<file path="config.mk">
export PLATFORM = sky130hd
export DESIGN_NAME = dense_dijkstra_shortest_paths
export DESIGN_NICKNAME = d
export VERILOG_FILES = /design/src/dds_pkg.sv /design/src/dds_controller.sv /design/src/dds_datapath.sv /design/src/dense_dijkstra_shortest_paths.sv
export SDC_FILE = /design/constraint.sdc
export NUM_CORES = 2
export LEC_CHECK = 0
export ABC_AREA = 1
export BUFFER_PORTS_ARGS = -buffer_cell sky130_fd_sc_hd__buf_4
export CAP_MARGIN = 20
export CORE_MARGIN = 5
export CORE_UTILIZATION = 50
export DETAILED_ROUTE_END_ITERATION = 16
export PLACE_DENSITY_LB_ADDON = 0.05
export SETUP_SLACK_MARGIN = 0.15
export SYNTH_ARGS = -nofsm -noshare
export SYNTH_HDL_FRONTEND = slang
export SYNTH_HIERARCHICAL = 1
export SYNTH_SLANG_ARGS = --single-unit
</file>
<file path="constraint.sdc">
create_clock -name aclk -period 7.8 [get_ports aclk]
set_clock_uncertainty 0.2 [all_clocks]
set_input_delay 0.78 -clock aclk [delete_from_list [all_inputs] [get_ports aclk]]
set_output_delay 0.78 -clock aclk [all_outputs]
set_load 0.02 [all_outputs]
</file>
<file path="src/dds_pkg.sv">
// Shared types and constants for the dense shortest-path block.
package dds_pkg;

    localparam int DIST_BITS   = 15;
    localparam int VERTEX_BITS = 4;
    localparam int CFG_BITS    = 5;

    localparam logic [DIST_BITS-1:0] DIST_INF = 15'h7FFF;

    localparam logic KIND_LOAD = 1'b0;
    localparam logic KIND_RUN  = 1'b1;

    typedef enum logic [0:0] {
        CFG_START_VERTEX = 1'b0,
        CFG_VERTEX_COUNT = 1'b1
    } cfg_index_t;

    typedef enum logic [3:0] {
        ST_IDLE,
        ST_INIT,
        ST_SEL,
        ST_SEL_WAIT,
        ST_MARK,
        ST_REL,
        ST_REL_WAIT,
        ST_OUT_RD,
        ST_OUT_LD
    } state_t;

    typedef struct packed {
        logic load_edge;
        logic run_init;
        logic sel_start;
        logic sel_issue;
        logic rel_mark;
        logic rel_issue;
        logic out_issue;
        logic out_load;
        logic out_last;
    } cmd_t;

    typedef struct packed {
        logic found;
        logic start_ok;
        logic out_free;
    } status_t;

endpackage

</file>
<file path="src/dds_controller.sv">
// Sequencer for load, search rounds and result readout.
module dds_controller #(
    parameter int MAX_VERTICES = 16
) (
    input  logic                              aclk,
    input  logic                              aresetn,
    input  logic                              s_tvalid,
    input  logic                              s_kind,
    output logic                              s_tready,
    input  dds_pkg::status_t                  status,
    input  logic [$clog2(MAX_VERTICES)-1:0]   last_idx,
    output dds_pkg::cmd_t                     cmd,
    output logic [$clog2(MAX_VERTICES)-1:0]   idx
);
    import dds_pkg::*;

    localparam int VW = $clog2(MAX_VERTICES);

    state_t          state_reg, state_next;
    logic [VW-1:0]   idx_reg, idx_next;

    always_ff @(posedge aclk) begin
        if (!aresetn) begin
            state_reg <= ST_IDLE;
            idx_reg   <= '0;
        end else begin
            state_reg <= state_next;
            idx_reg   <= idx_next;
        end
    end

    always_comb begin
        state_next = state_reg;
        idx_next   = idx_reg;
        cmd        = '0;
        s_tready   = 1'b0;
        case (state_reg)
            ST_IDLE: begin
                s_tready = 1'b1;
                if (s_tvalid) begin
                    if (s_kind == KIND_RUN) begin
                        state_next = ST_INIT;
                    end else begin
                        cmd.load_edge = 1'b1;
                    end
                end
            end
            ST_INIT: begin
                cmd.run_init = 1'b1;
                idx_next     = '0;
                if (status.start_ok) begin
                    cmd.sel_start = 1'b1;
                    state_next    = ST_SEL;
                end else begin
                    state_next = ST_OUT_RD;
                end
            end
            ST_SEL: begin
                cmd.sel_issue = 1'b1;
                if (idx_reg == last_idx) begin
                    idx_next   = '0;
                    state_next = ST_SEL_WAIT;
                end else begin
                    idx_next = idx_reg + 1'b1;
                end
            end
            ST_SEL_WAIT: begin
                state_next = ST_MARK;
            end
            ST_MARK: begin
                idx_next = '0;
                if (status.found) begin
                    cmd.rel_mark = 1'b1;
                    state_next   = ST_REL;
                end else begin
                    state_next = ST_OUT_RD;
                end
            end
            ST_REL: begin
                cmd.rel_issue = 1'b1;
                if (idx_reg == last_idx) begin
                    idx_next   = '0;
                    state_next = ST_REL_WAIT;
                end else begin
                    idx_next = idx_reg + 1'b1;
                end
            end
            ST_REL_WAIT: begin
                // last relax write lands here; next round reads after it
                cmd.sel_start = 1'b1;
                state_next    = ST_SEL;
            end
            ST_OUT_RD: begin
                cmd.out_issue = 1'b1;
                state_next    = ST_OUT_LD;
            end
            ST_OUT_LD: begin
                if (status.out_free) begin
                    cmd.out_load = 1'b1;
                    cmd.out_last = (idx_reg == last_idx);
                    if (idx_reg == last_idx) begin
                        idx_next   = '0;
                        state_next = ST_IDLE;
                    end else begin
                        idx_next   = idx_reg + 1'b1;
                        state_next = ST_OUT_RD;
                    end
                end
            end
            default: begin
                state_next = ST_IDLE;
            end
        endcase
    end

    assign idx = idx_reg;

endmodule

</file>
<file path="src/dds_datapath.sv">
// Matrix and distance memories, vertex flags, min-select and relax logic, output register.
module dds_datapath #(
    parameter int MAX_VERTICES = 16,
    parameter int WEIGHT_BITS  = 8
) (
    input  logic                              aclk,
    input  logic                              aresetn,
    input  dds_pkg::cmd_t                     cmd,
    input  logic [$clog2(MAX_VERTICES)-1:0]   idx,
    input  logic [dds_pkg::VERTEX_BITS-1:0]   s_row,
    input  logic [dds_pkg::VERTEX_BITS-1:0]   s_col,
    input  logic [7:0]                        s_weight,
    input  logic                              cfg_we,
    input  logic [0:0]                        cfg_index,
    input  logic [dds_pkg::CFG_BITS-1:0]      cfg_wdata,
    output dds_pkg::status_t                  status,
    output logic [$clog2(MAX_VERTICES)-1:0]   last_idx,
    output logic                              m_tvalid,
    input  logic                              m_tready,
    output logic [dds_pkg::VERTEX_BITS-1:0]   m_vertex,
    output logic [dds_pkg::DIST_BITS-1:0]     m_distance,
    output logic                              m_has_pred,
    output logic [dds_pkg::VERTEX_BITS-1:0]   m_pred,
    output logic                              m_last
);
    import dds_pkg::*;

    localparam int VW    = $clog2(MAX_VERTICES);
    localparam int DEPTH = MAX_VERTICES * MAX_VERTICES;
    localparam int AW    = $clog2(DEPTH);

    // configuration
    logic [3:0] start_vertex_reg;
    logic [4:0] vertex_count_reg;

    always_ff @(posedge aclk) begin
        if (!aresetn) begin
            start_vertex_reg <= 4'd0;
            vertex_count_reg <= 5'd16;
        end else if (cfg_we) begin
            case (cfg_index)
                CFG_START_VERTEX: start_vertex_reg <= cfg_wdata[3:0];
                CFG_VERTEX_COUNT: vertex_count_reg <= cfg_wdata[4:0];
                default: ;
            endcase
        end
    end

    always_comb begin
        if (vertex_count_reg == 5'd0) begin
            last_idx = '0;
        end else if (32'(vertex_count_reg) >= MAX_VERTICES) begin
            last_idx = VW'(MAX_VERTICES - 1);
        end else begin
            last_idx = VW'(vertex_count_reg - 5'd1);
        end
    end

    logic          start_ok;
    logic [VW-1:0] start_idx;
    assign start_ok  = (32'(start_vertex_reg) <= 32'(last_idx));
    assign start_idx = VW'(start_vertex_reg);

    // edge matrix, entry [row][col] at row*MAX_VERTICES + col
    logic [WEIGHT_BITS-1:0] edge_mem [DEPTH];
    logic [WEIGHT_BITS-1:0] edge_rd_reg;
    logic [VW-1:0]          best_idx_reg;
    logic                   load_ok;
    logic [AW-1:0]          load_addr;
    logic [AW-1:0]          rel_addr;

    assign load_ok   = (32'(s_row) < MAX_VERTICES) && (32'(s_col) < MAX_VERTICES);
    assign load_addr = AW'(32'(s_row) * MAX_VERTICES + 32'(s_col));
    assign rel_addr  = AW'(32'(idx) * MAX_VERTICES + 32'(best_idx_reg));

    always_ff @(posedge aclk) begin
        if (cmd.load_edge && load_ok) begin
            edge_mem[load_addr] <= WEIGHT_BITS'(s_weight);
        end
        if (cmd.rel_issue) begin
            edge_rd_reg <= edge_mem[rel_addr];
        end
    end

    // distance / predecessor store; entries not reached read as unreachable
    logic [DIST_BITS-1:0] dist_mem [MAX_VERTICES];
    logic [VW-1:0]        pred_mem [MAX_VERTICES];
    logic [DIST_BITS-1:0] dist_rd_reg;
    logic [VW-1:0]        pred_rd_reg;
    logic                 rd_en;
    logic                 wr_en;
    logic [VW-1:0]        wr_addr;
    logic [DIST_BITS-1:0] wr_dist;

    assign rd_en = cmd.sel_issue | cmd.rel_issue | cmd.out_issue;

    // read-side pipeline stage
    logic          p_sel_reg, p_rel_reg;
    logic [VW-1:0] p_idx_reg;

    always_ff @(posedge aclk) begin
        if (!aresetn) begin
            p_sel_reg <= 1'b0;
            p_rel_reg <= 1'b0;
        end else begin
            p_sel_reg <= cmd.sel_issue;
            p_rel_reg <= cmd.rel_issue;
        end
    end

    always_ff @(posedge aclk) begin
        if (rd_en) begin
            p_idx_reg   <= idx;
            dist_rd_reg <= dist_mem[idx];
            pred_rd_reg <= pred_mem[idx];
        end
        if (wr_en) begin
            dist_mem[wr_addr] <= wr_dist;
            pred_mem[wr_addr] <= best_idx_reg;
        end
    end

    logic [MAX_VERTICES-1:0] fin_reg;
    logic [MAX_VERTICES-1:0] reached_reg;
    logic [MAX_VERTICES-1:0] has_pred_reg;
    logic [DIST_BITS-1:0]    cur_dist;
    logic [DIST_BITS-1:0]    best_dist_reg;
    logic                    found_reg;
    logic [DIST_BITS:0]      sum;
    logic [DIST_BITS-1:0]    sat_sum;
    logic                    relax_wr;
    logic                    sel_take;

    assign cur_dist = reached_reg[p_idx_reg] ? dist_rd_reg : DIST_INF;
    assign sum      = {1'b0, best_dist_reg} + (DIST_BITS+1)'(edge_rd_reg);
    assign sat_sum  = (sum > {1'b0, DIST_INF}) ? DIST_INF : sum[DIST_BITS-1:0];
    assign relax_wr = p_rel_reg && !fin_reg[p_idx_reg] && (edge_rd_reg != '0)
                      && (cur_dist > sat_sum);
    assign sel_take = p_sel_reg && !fin_reg[p_idx_reg]
                      && (!found_reg || (cur_dist < best_dist_reg));

    always_comb begin
        wr_en   = relax_wr;
        wr_addr = p_idx_reg;
        wr_dist = sat_sum;
        if (cmd.run_init) begin
            wr_en   = start_ok;
            wr_addr = start_idx;
            wr_dist = '0;
        end
    end

    always_ff @(posedge aclk) begin
        if (!aresetn) begin
            fin_reg      <= '0;
            reached_reg  <= '0;
            has_pred_reg <= '0;
            found_reg    <= 1'b0;
        end else begin
            if (cmd.run_init) begin
                fin_reg      <= '0;
                has_pred_reg <= '0;
                reached_reg  <= start_ok ? (MAX_VERTICES'(1) << start_idx) : '0;
            end
            if (cmd.rel_mark) begin
                fin_reg[best_idx_reg] <= 1'b1;
            end
            if (relax_wr) begin
                reached_reg[p_idx_reg]  <= 1'b1;
                has_pred_reg[p_idx_reg] <= 1'b1;
            end
            if (cmd.sel_start) begin
                found_reg <= 1'b0;
            end else if (sel_take) begin
                found_reg <= 1'b1;
            end
        end
    end

    // first unfinished vertex wins ties: replace only on strictly smaller
    always_ff @(posedge aclk) begin
        if (sel_take) begin
            best_idx_reg  <= p_idx_reg;
            best_dist_reg <= cur_dist;
        end
    end

    // output register
    logic out_valid_reg;
    logic out_free;
    assign out_free = !out_valid_reg || m_tready;

    always_ff @(posedge aclk) begin
        if (!aresetn) begin
            out_valid_reg <= 1'b0;
        end else if (cmd.out_load) begin
            out_valid_reg <= 1'b1;
        end else if (m_tready) begin
            out_valid_reg <= 1'b0;
        end
    end

    always_ff @(posedge aclk) begin
        if (cmd.out_load) begin
            m_vertex   <= VERTEX_BITS'(p_idx_reg);
            m_distance <= cur_dist;
            m_has_pred <= has_pred_reg[p_idx_reg];
            m_pred     <= has_pred_reg[p_idx_reg] ? VERTEX_BITS'(pred_rd_reg) : '0;
            m_last     <= cmd.out_last;
        end
    end

    assign m_tvalid        = out_valid_reg;
    assign status.found    = found_reg;
    assign status.start_ok = start_ok;
    assign status.out_free = out_free;

endmodule

</file>
<file path="src/dense_dijkstra_shortest_paths.sv">
// Top level of the dense single-source shortest-path block.
// Load items (tuser 0) write one adjacency entry per cycle, weight 0 meaning no edge. A run
// item (tuser 1) computes shortest paths from start_vertex over the first vertex_count
// vertices (0 counts as 1, above MAX_VERTICES saturates) and then emits one result per vertex
// in vertex order, tlast on the final one. With n vertices a run is an init step, then n
// rounds of one min-select pass and one relax pass, each one vertex per cycle through the
// single-read-port distance and matrix memories, plus the turnaround states SEL_WAIT, MARK
// and REL_WAIT; then a closing select pass that finds no unfinished vertex, then the result
// readout, where each result is read and then loaded into the output register once that is
// free; if the start vertex is outside the used range only the init step and the readout
// run. Input is not accepted during a run; the next item is taken as soon as the final
// result sits in the output register.
module dense_dijkstra_shortest_paths #(
    parameter int MAX_VERTICES = 16,
    parameter int WEIGHT_BITS  = 8
) (
    input  logic        aclk,
    input  logic        aresetn,
    input  logic        cfg_we,
    input  logic [0:0]  cfg_index,
    input  logic [4:0]  cfg_wdata,
    input  logic        s_tvalid,
    output logic        s_tready,
    input  logic [15:0] s_tdata,    // row[3:0], col[7:4], weight[15:8]
    input  logic        s_tuser,    // kind[0]
    output logic        m_tvalid,
    input  logic        m_tready,
    output logic [23:0] m_tdata,    // vertex[3:0], distance[18:4], has_pred[19], pred[23:20]
    output logic        m_tlast
);
    import dds_pkg::*;

    localparam int VW = $clog2(MAX_VERTICES);

    cmd_t                    cmd;
    status_t                 status;
    logic [VW-1:0]           idx;
    logic [VW-1:0]           last_idx;
    logic [VERTEX_BITS-1:0]  m_vertex;
    logic [DIST_BITS-1:0]    m_distance;
    logic                    m_has_pred;
    logic [VERTEX_BITS-1:0]  m_pred;

    dds_controller #(
        .MAX_VERTICES(MAX_VERTICES)
    ) u_ctrl (
        .aclk     (aclk),
        .aresetn  (aresetn),
        .s_tvalid (s_tvalid),
        .s_kind   (s_tuser),
        .s_tready (s_tready),
        .status   (status),
        .last_idx (last_idx),
        .cmd      (cmd),
        .idx      (idx)
    );

    dds_datapath #(
        .MAX_VERTICES(MAX_VERTICES),
        .WEIGHT_BITS (WEIGHT_BITS)
    ) u_dp (
        .aclk       (aclk),
        .aresetn    (aresetn),
        .cmd        (cmd),
        .idx        (idx),
        .s_row      (s_tdata[3:0]),
        .s_col      (s_tdata[7:4]),
        .s_weight   (s_tdata[15:8]),
        .cfg_we     (cfg_we),
        .cfg_index  (cfg_index),
        .cfg_wdata  (cfg_wdata),
        .status     (status),
        .last_idx   (last_idx),
        .m_tvalid   (m_tvalid),
        .m_tready   (m_tready),
        .m_vertex   (m_vertex),
        .m_distance (m_distance),
        .m_has_pred (m_has_pred),
        .m_pred     (m_pred),
        .m_last     (m_tlast)
    );

    assign m_tdata = {m_pred, m_has_pred, m_distance, m_vertex};

    // a result is never loaded over one still waiting
    a_load_free: assert property (@(posedge aclk) disable iff (!aresetn)
        cmd.out_load |-> status.out_free)
        else $error("result loaded while output register busy");

    // at most one memory operation is commanded per cycle
    a_one_op: assert property (@(posedge aclk) disable iff (!aresetn)
        $onehot0({cmd.load_edge, cmd.run_init, cmd.sel_issue, cmd.rel_issue, cmd.out_issue}))
        else $error("conflicting datapath commands");

    // an accepted run item closes the input
    a_run_blocks: assert property (@(posedge aclk) disable iff (!aresetn)
        (s_tvalid && s_tready && (s_tuser == KIND_RUN)) |=> !s_tready)
        else $error("input open right after a run item");

endmodule

</file>
[Word level (Yosys, flattened, before mapping)]
Memories as Yosys holds them, arrays and structs flattened. A register that Yosys moved wholly into a read port is not among the register bits.
Index checks and enable logic that the tools add are counted.
Storage, ports and cells
  register bits after elaboration: 117
  memory bits (writable): 2352
  output and inout bits: 27
  logic and storage cells: 142
  memories: 3
Memory list
  u_dp.edge_mem: words 256, width 8, rd ports 1, clocked after memory_dff 1, wr ports 1, line dds_datapath.sv:65  | logic [WEIGHT_BITS-1:0] edge_mem [DEPTH];
  u_dp.dist_mem: words 16, width 15, rd ports 1, clocked after memory_dff 1, wr ports 1, line dds_datapath.sv:86  | logic [DIST_BITS-1:0] dist_mem [MAX_VERTICES];
  u_dp.pred_mem: words 16, width 4, rd ports 1, clocked after memory_dff 1, wr ports 1, line dds_datapath.sv:87  | logic [VW-1:0] pred_mem [MAX_VERTICES];
Operators by class
  $add $sub $neg: 5
  $lt $le $gt $ge: 9
  equality and inequality tests: 14
  shifts and indexed selects: 1
  mux-type cells: 59
  bitwise logic cells: 7
  reduce and logical (&&, ||, !) cells: 25
Operators with widths (number)
  16-bit 2-to-1 mux: 10
  16-bit OR: 3
  15-bit 2-to-1 mux: 3
  4-bit 2-to-1 mux: 10
  4-bit case mux with 9 select lines: 1
  1-bit 2-to-1 mux: 23
  15-bit by 8-bit adder with 16-bit output: 1
  8-bit by 4-bit adder with 8-bit output: 2
  4-bit by 3-bit == test with 1-bit output, second input constant: 4
  16-bit by 15-bit greater-than comparator with 1-bit output, second input constant: 1
  1-bit by 4-bit << shifter with 16-bit output, first input constant: 1
  15-bit greater-than comparator: 1
  15-bit < comparator: 1
  1-bit binary-select mux with 4-bit select: 3
  4-bit case mux with 3 select lines: 1
  4-bit by 5-bit < comparator with 1-bit output, second input constant: 2
  1-bit demux with 4-bit select: 2
  4-bit by 2-bit == test with 1-bit output, second input constant: 2
  4-bit by 1-bit >= comparator with 1-bit output, second input constant: 2
  2-bit AND reduction: 4
  8-bit nonzero test: 1
  1-bit logical AND: 7
  2-bit 2-to-1 mux: 3
  3-bit 2-to-1 mux: 2
  20 further kinds: 30

[Longest topological paths before layout]
  depth in word-level cells: 9
  gate-level depth with buffers: 22

[Cells and area by module]
The synthesis kept the hierarchy.
Modules (own cells, without submodules)
  dds_datapath: instances 1, cells an instance 6743, area each 96505.1 sq um
  dds_controller: instances 1, cells an instance 123, area each 720.7 sq um
  dense_dijkstra_shortest_paths: instances 1, cells an instance 1, area each 7.5 sq um

[Least setup slack after synthesis]
No wires, ideal clock.
  path kind: reg2reg
  start: reg u_dp.edge_rd_reg[2] (read register of u_dp.edge_mem)
  end: mem u_dp.dist_mem[1][0], enable pin
  arrival time: 3970 ps
  setup slack: 3229 ps
  cell stages (with the launch flop): 19
  buffers on the path: 1
  period minus slack after synthesis: 4571 ps
  cell sequence: edfxtp_1 ha_1 nand3_1 nand2_1 a21oi_1 o21ai_1 nand2_1 a21oi_1 nand2_1 buf_2 nand3_1 inv_1 ha_1 nand2_1 nor2_1 nand2_1 o21ai_1 nand4_4 a21oi_1
On the way
  word-level cells in the longest chain between the ends: 8
  elaborated cells on any way between the ends: 10
Ends and longest elaborated chain
  start: declaration: line dds_datapath.sv:66  | logic [WEIGHT_BITS-1:0] edge_rd_reg;
  15-bit by 8-bit adder with 16-bit output: line dds_datapath.sv:135  | assign sum = {1'b0, best_dist_reg} + (DIST_BITS+1)'(edge_rd_reg);
  16-bit by 15-bit greater-than comparator with 1-bit output: line dds_datapath.sv:136  | assign sat_sum = (sum > {1'b0, DIST_INF}) ? DIST_INF : sum[DIST_BITS-1:0];
  15-bit 2-to-1 mux: line dds_datapath.sv:136
  15-bit greater-than comparator: line dds_datapath.sv:138  | && (cur_dist > sat_sum);
  1-bit logical AND (*): line dds_datapath.sv:138
  1-bit 2-to-1 mux (*): line dds_datapath.sv:146  | if (cmd.run_init) begin
  1-bit 2-to-1 mux (*): line dds_datapath.sv:117  | if (wr_en) begin
  1-bit 2-to-1 mux (not written as such) (*): line dds_datapath.sv:118  | dist_mem[wr_addr] <= wr_dist;
  end: declaration: line dds_datapath.sv:86
Every way passes the cells marked *; elsewhere a longest branch is shown, timed or not.

[Worst setup path in the final report]
  start: reg u_dp.edge_rd_reg[2] (read register of u_dp.edge_mem)
  end: mem u_dp/pred_mem[14][0] (netlist name), enable pin
On the way
  word-level cells in the longest chain between the ends: 8
  elaborated cells on any way between the ends: 10
Ends and longest elaborated chain
  15-bit by 8-bit adder with 16-bit output: line dds_datapath.sv:135
  16-bit by 15-bit greater-than comparator with 1-bit output: line dds_datapath.sv:136
  15-bit 2-to-1 mux: line dds_datapath.sv:136
  15-bit greater-than comparator: line dds_datapath.sv:138
  1-bit logical AND (*): line dds_datapath.sv:138
  1-bit 2-to-1 mux (*): line dds_datapath.sv:146
  1-bit 2-to-1 mux (*): line dds_datapath.sv:117
  1-bit 2-to-1 mux (not written as such) (*): line dds_datapath.sv:119  | pred_mem[wr_addr] <= best_idx_reg;
  end: declaration: line dds_datapath.sv:87
Marks and branches as above.

==> impl_metrics.tcl <==
set metrics [dict create \
    status "finished clean" \
    antenna_found_initial 8 \
    dieHeight_um 451 \
    rr_startpoint "u_dp/edge_rd_reg[2]$_DFFE_PP_" \
    crit_type "reg2reg" \
    finalCritPeriodShare_pct 74.0 \
    crit_fanout 19 \
    nets 6990 \
    yosys-top-cells-count "edfxtp_1 (2427), nand2_1 (1280), a22oi_1 (1024)" \
    grt_start_max_net_pins 185 \
    cts_sinks 2496 \
    use_met3_pct 4.58 \
    seq_area_frac_synth_pct 76.4 \
    critPathBufInv 1 \
    final_cells 9632 \
    place.gp.congestion 0.860 \
    yosys-top-cells-area "edfxtp_1 (75%), a22oi_1 (7.9%), nand2_1 (4.9%)" \
    power_density_mw_per_mm2 259 \
    worstPathArrival_ns 6.09 \
    areaGrowthSynthToFinish_pct 12.0 \
    wl_per_cell_um 28.6 \
    grt_pass1_vias 57200 \
    grt_overflow_total 0 \
    hold_path_end "u_dp/start_idx[1]$_SDFFE_PN0P_" \
    met2_usage_pct 41.6 \
    cp.required_ns 8.11 \
    p_seq_share_pct 52.6 \
    synth_cell_types 52 \
    drc_errors 0 \
    slew_violations 0 \
    worstHoldStart "cfg_index" \
    p_clk_share_pct 43.5 \
    r2r_slack_ns 2.03 \
    worst_pin_slew_ns 1.25 \
    cts_made_buffers 280 \
    rsz0062_at_grt "false" \
    top_usage_layer "met2" \
    largest-register "u_dp/edge_mem" \
    crit_family "compound AO/OA/AOI/OAI gates" \
    r2r_end "u_dp/pred_mem[14][0]$_DFFE_PP_" \
    cts_root_buf "clkbuf_16" \
    io_buffers 54 \
    setup.worst_path.end_class "flip-flop" \
    cts_tree "built" \
    syn_area_mm2 0.0972 \
    cp_common_cell "nand2_1" \
    cap_violations 0 \
    finalHoldViolCount 0 \
    p_int_mw 22.2 \
    grtUsageTotal_pct 26.5 \
    synth_warnings 6 \
    grt_use_met1_pct 38.5 \
    switchingPower_mw 5.93 \
    dr.pass1.iters 8 \
    synth_area_per_cell_um2 14.2 \
    fin_setup_tns_ns 0 \
    synth_seq_cells 2496 \
    dp.cells 9148 \
    synth-edff-count 2427 \
    io_pins 55 \
    fin_crit_ns 5.77 \
    hold_path_depth 4 \
    critPathMaxStageDelay_ns 1.04 \
    finalWirelength_mm 276 \
    start_util_pct 50.4 \
    clkSlewWorstSetupHoldPaths_ns 0.05 \
    synth_top_area_share_pct 75.0 \
    path_cells "ha_1 > nand3_1 > nand2_1 > a21oi_1 > o21ai_1 > nand2_1 > a21oi_1 > nand2_1 > inv_1 > nor2_1 > ha_1 > nand2_1 > nor3_1 > a31oi_2 > nand4_4 > a21oi_2" \
    drt_iter0_drc 6788 \
    worstRegToRegCells 16 \
    biggestRegsByFlops "u_dp/edge_mem: 2048 flops, u_dp/dist_mem: 240 flops, u_dp/pred_mem: 64 flops" \
    hold_path.class "in2reg" \
    hpwlAfterDp_mm 156 \
    vdd_drop_max_mv 0.207 \
    grt_pass1_wl_mm 400 \
    ys_async_sr_fraction_pct 0 \
    postRouteAntennaNets 0 \
    nFillCells 15500 \
    synth_ff_type "edfxtp_1" \
    cp_slowest_cell "a21oi_2" \
    worstSetupStartpointType "flip-flop" \
    largest_reg_flops 2048 \
    clk_latency_ns 0.92 \
    cts_htree_levels 5 \
    swShare_pct 21.1 \
    yosysMostFrequentCell "edfxtp_1" \
    combPwrFrac_pct 3.9 \
    relSlewSlack_pct 16.3 \
    coreArea_mm2 0.193 \
    synth_largest_area_cell "edfxtp_1" \
    dieArea_mm2 0.203 \
    via_count 59500 \
    setup_viol 0 \
    drive_above_1_share_pct 8.97 \
    finalPower_mw 28.2 \
    leakage_nw 36.2 \
    num_rows 161 \
    fin_util_pct 56.4 \
    fmax_ghz 0.173 \
    synthCells 6867 \
    vias_per_cell 6.18 \
    die_w_um 451 \
    cts.path.max_buffers 4 \
    syn-num-nets 6940 \
]
## metrics by stage
step	hold slack (ns)	cell area (µm²)	setup slack, ns
6_report	0.0885	109000	2.03
5_1_grt	0.100	109000	1.70
4_1_cts	0.0324	109000	2.04
3_5_place_dp	0.260	100000	2.05
3_3_place_gp	0.253	100000	2.07
2_1_floorplan	0.245	97200	3.23
## cell type report
| class | instances | area [µm²] | share of cell area, % |
|---|---|---|---|
| Sequential cell | 2496 | 74300 | 68.2 |
| Multi-Input combinational cell | 3770 | 20500 | 18.8 |
| Clock buffer | 344 | 7410 | 6.80 |
| Tap cell | 2526 | 3160 | 2.90 |
| Timing Repair Buffer | 200 | 1930 | 1.77 |
| Clock inverter | 125 | 963 | 0.885 |
| Inverter | 169 | 659 | 0.606 |
| Antenna cell | 2 | 5.00 | 0.00460 |
## cell families (layout without fill, tap and decap cells)
| logic type | count (synthesis) | in the layout | share of synthesized area [%] |
|---|---|---|---|
| adders and majority gates | 45 | 45 | 0.587 |
| DFF | 2496 | 2496 | 76.4 |
| AOI/OAI and AO/OA | 1590 | 1590 | 11.3 |
| muxes | 1 | 1 | 0.0103 |
| buffers and inverters | 601 | 838 | 2.69 |
| xor gates and xnor gates | 10 | 10 | 0.0901 |
| and+or+nand+nor | 2124 | 2124 | 8.91 |
| other | 0 | 2 | 0 |
## metal layers
layer	routed length [µm]	up-vias
met5	0	-
met4	8060	0
met3	21800	462
met2	129000	2480
met1	117000	30400
li1	-	26200
## worst max-delay path by stage
stage | from | end | depth (start not counted)
4_1_cts | u_dp/edge_rd_reg[2]$_DFFE_PP_ | u_dp/pred_mem[13][1]$_DFFE_PP_ | 16
5_1_grt | u_dp/edge_rd_reg[2]$_DFFE_PP_ | u_dp/dist_mem[14][9]$_DFFE_PP_ | 16
2_1_floorplan | u_dp/edge_rd_reg[2]$_DFFE_PP_ | u_dp/dist_mem[1][0]$_DFFE_PP_ | 18
3_5_place_dp | u_dp/edge_rd_reg[2]$_DFFE_PP_ | u_dp/dist_mem[14][3]$_DFFE_PP_ | 16
3_3_place_gp | u_dp/edge_rd_reg[2]$_DFFE_PP_ | u_dp/dist_mem[15][3]$_DFFE_PP_ | 16
6_report | u_dp/edge_rd_reg[2]$_DFFE_PP_ | u_dp/pred_mem[14][0]$_DFFE_PP_ | 16
## power groups by stage
stage / combinational [mW] / clock, mW / sequential [mW]
floorplan: 0.519 / 0 / 15.1
global placement: 1.07 / 0 / 15.1
detailed placement: 1.08 / 0 / 15.1
CTS: 1.09 / 12.5 / 14.8
global route: 1.18 / 13.0 / 14.8
finish: 1.10 / 12.3 / 14.8
## timing repair
action / 4_1_cts / 5_1_grt
resized for setup: 0 / 0
buffers inserted: 0 / 0
endpoints found under the hold margin: 13 / 0
hold buffers: 9 / 0
## placed cells by master, fill, tap and decap left out, drive strengths merged
master       synthesis  layout
edfxtp            2427    2427
nand2             1289    1289
a22oi             1024    1024
nor2               509     509
clkbuf             159     344
o21ai              207     207
a21oi              202     202
buf                273     191
inv                165     168
nand3              160     160
nand4              113     113
clkinv               4     108
dfxtp               69      69
o221ai              53      53
nor3                49      49
ha                  44      44
o211ai              24      24
o22ai               23      23
a21o                20      20
bufinv               0      16
a31oi               13      13
dlygate4sd3          0       9
xor2                 8       8
a32oi                8       8
a22o                 6       6
diode                0       2
clkinvlp             0       2
a211oi               2       2
o21bai               2       2
xnor2                2       2
nor4                 2       2
a221oi               2       2
nand3b               1       1
o2bb2ai              1       1
o221a                1       1
o31ai                1       1
mux2i                1       1
a31o                 1       1
or3                  1       1
fa                   1       1
## tightest hold or removal path, delay by kind of cell
family,cells,cell delay [ns]
compound gates,1,0.09
buf+inv,2,0.23
simple gates,1,0.04
No activity file was read; power rests on OpenSTA's default activity.
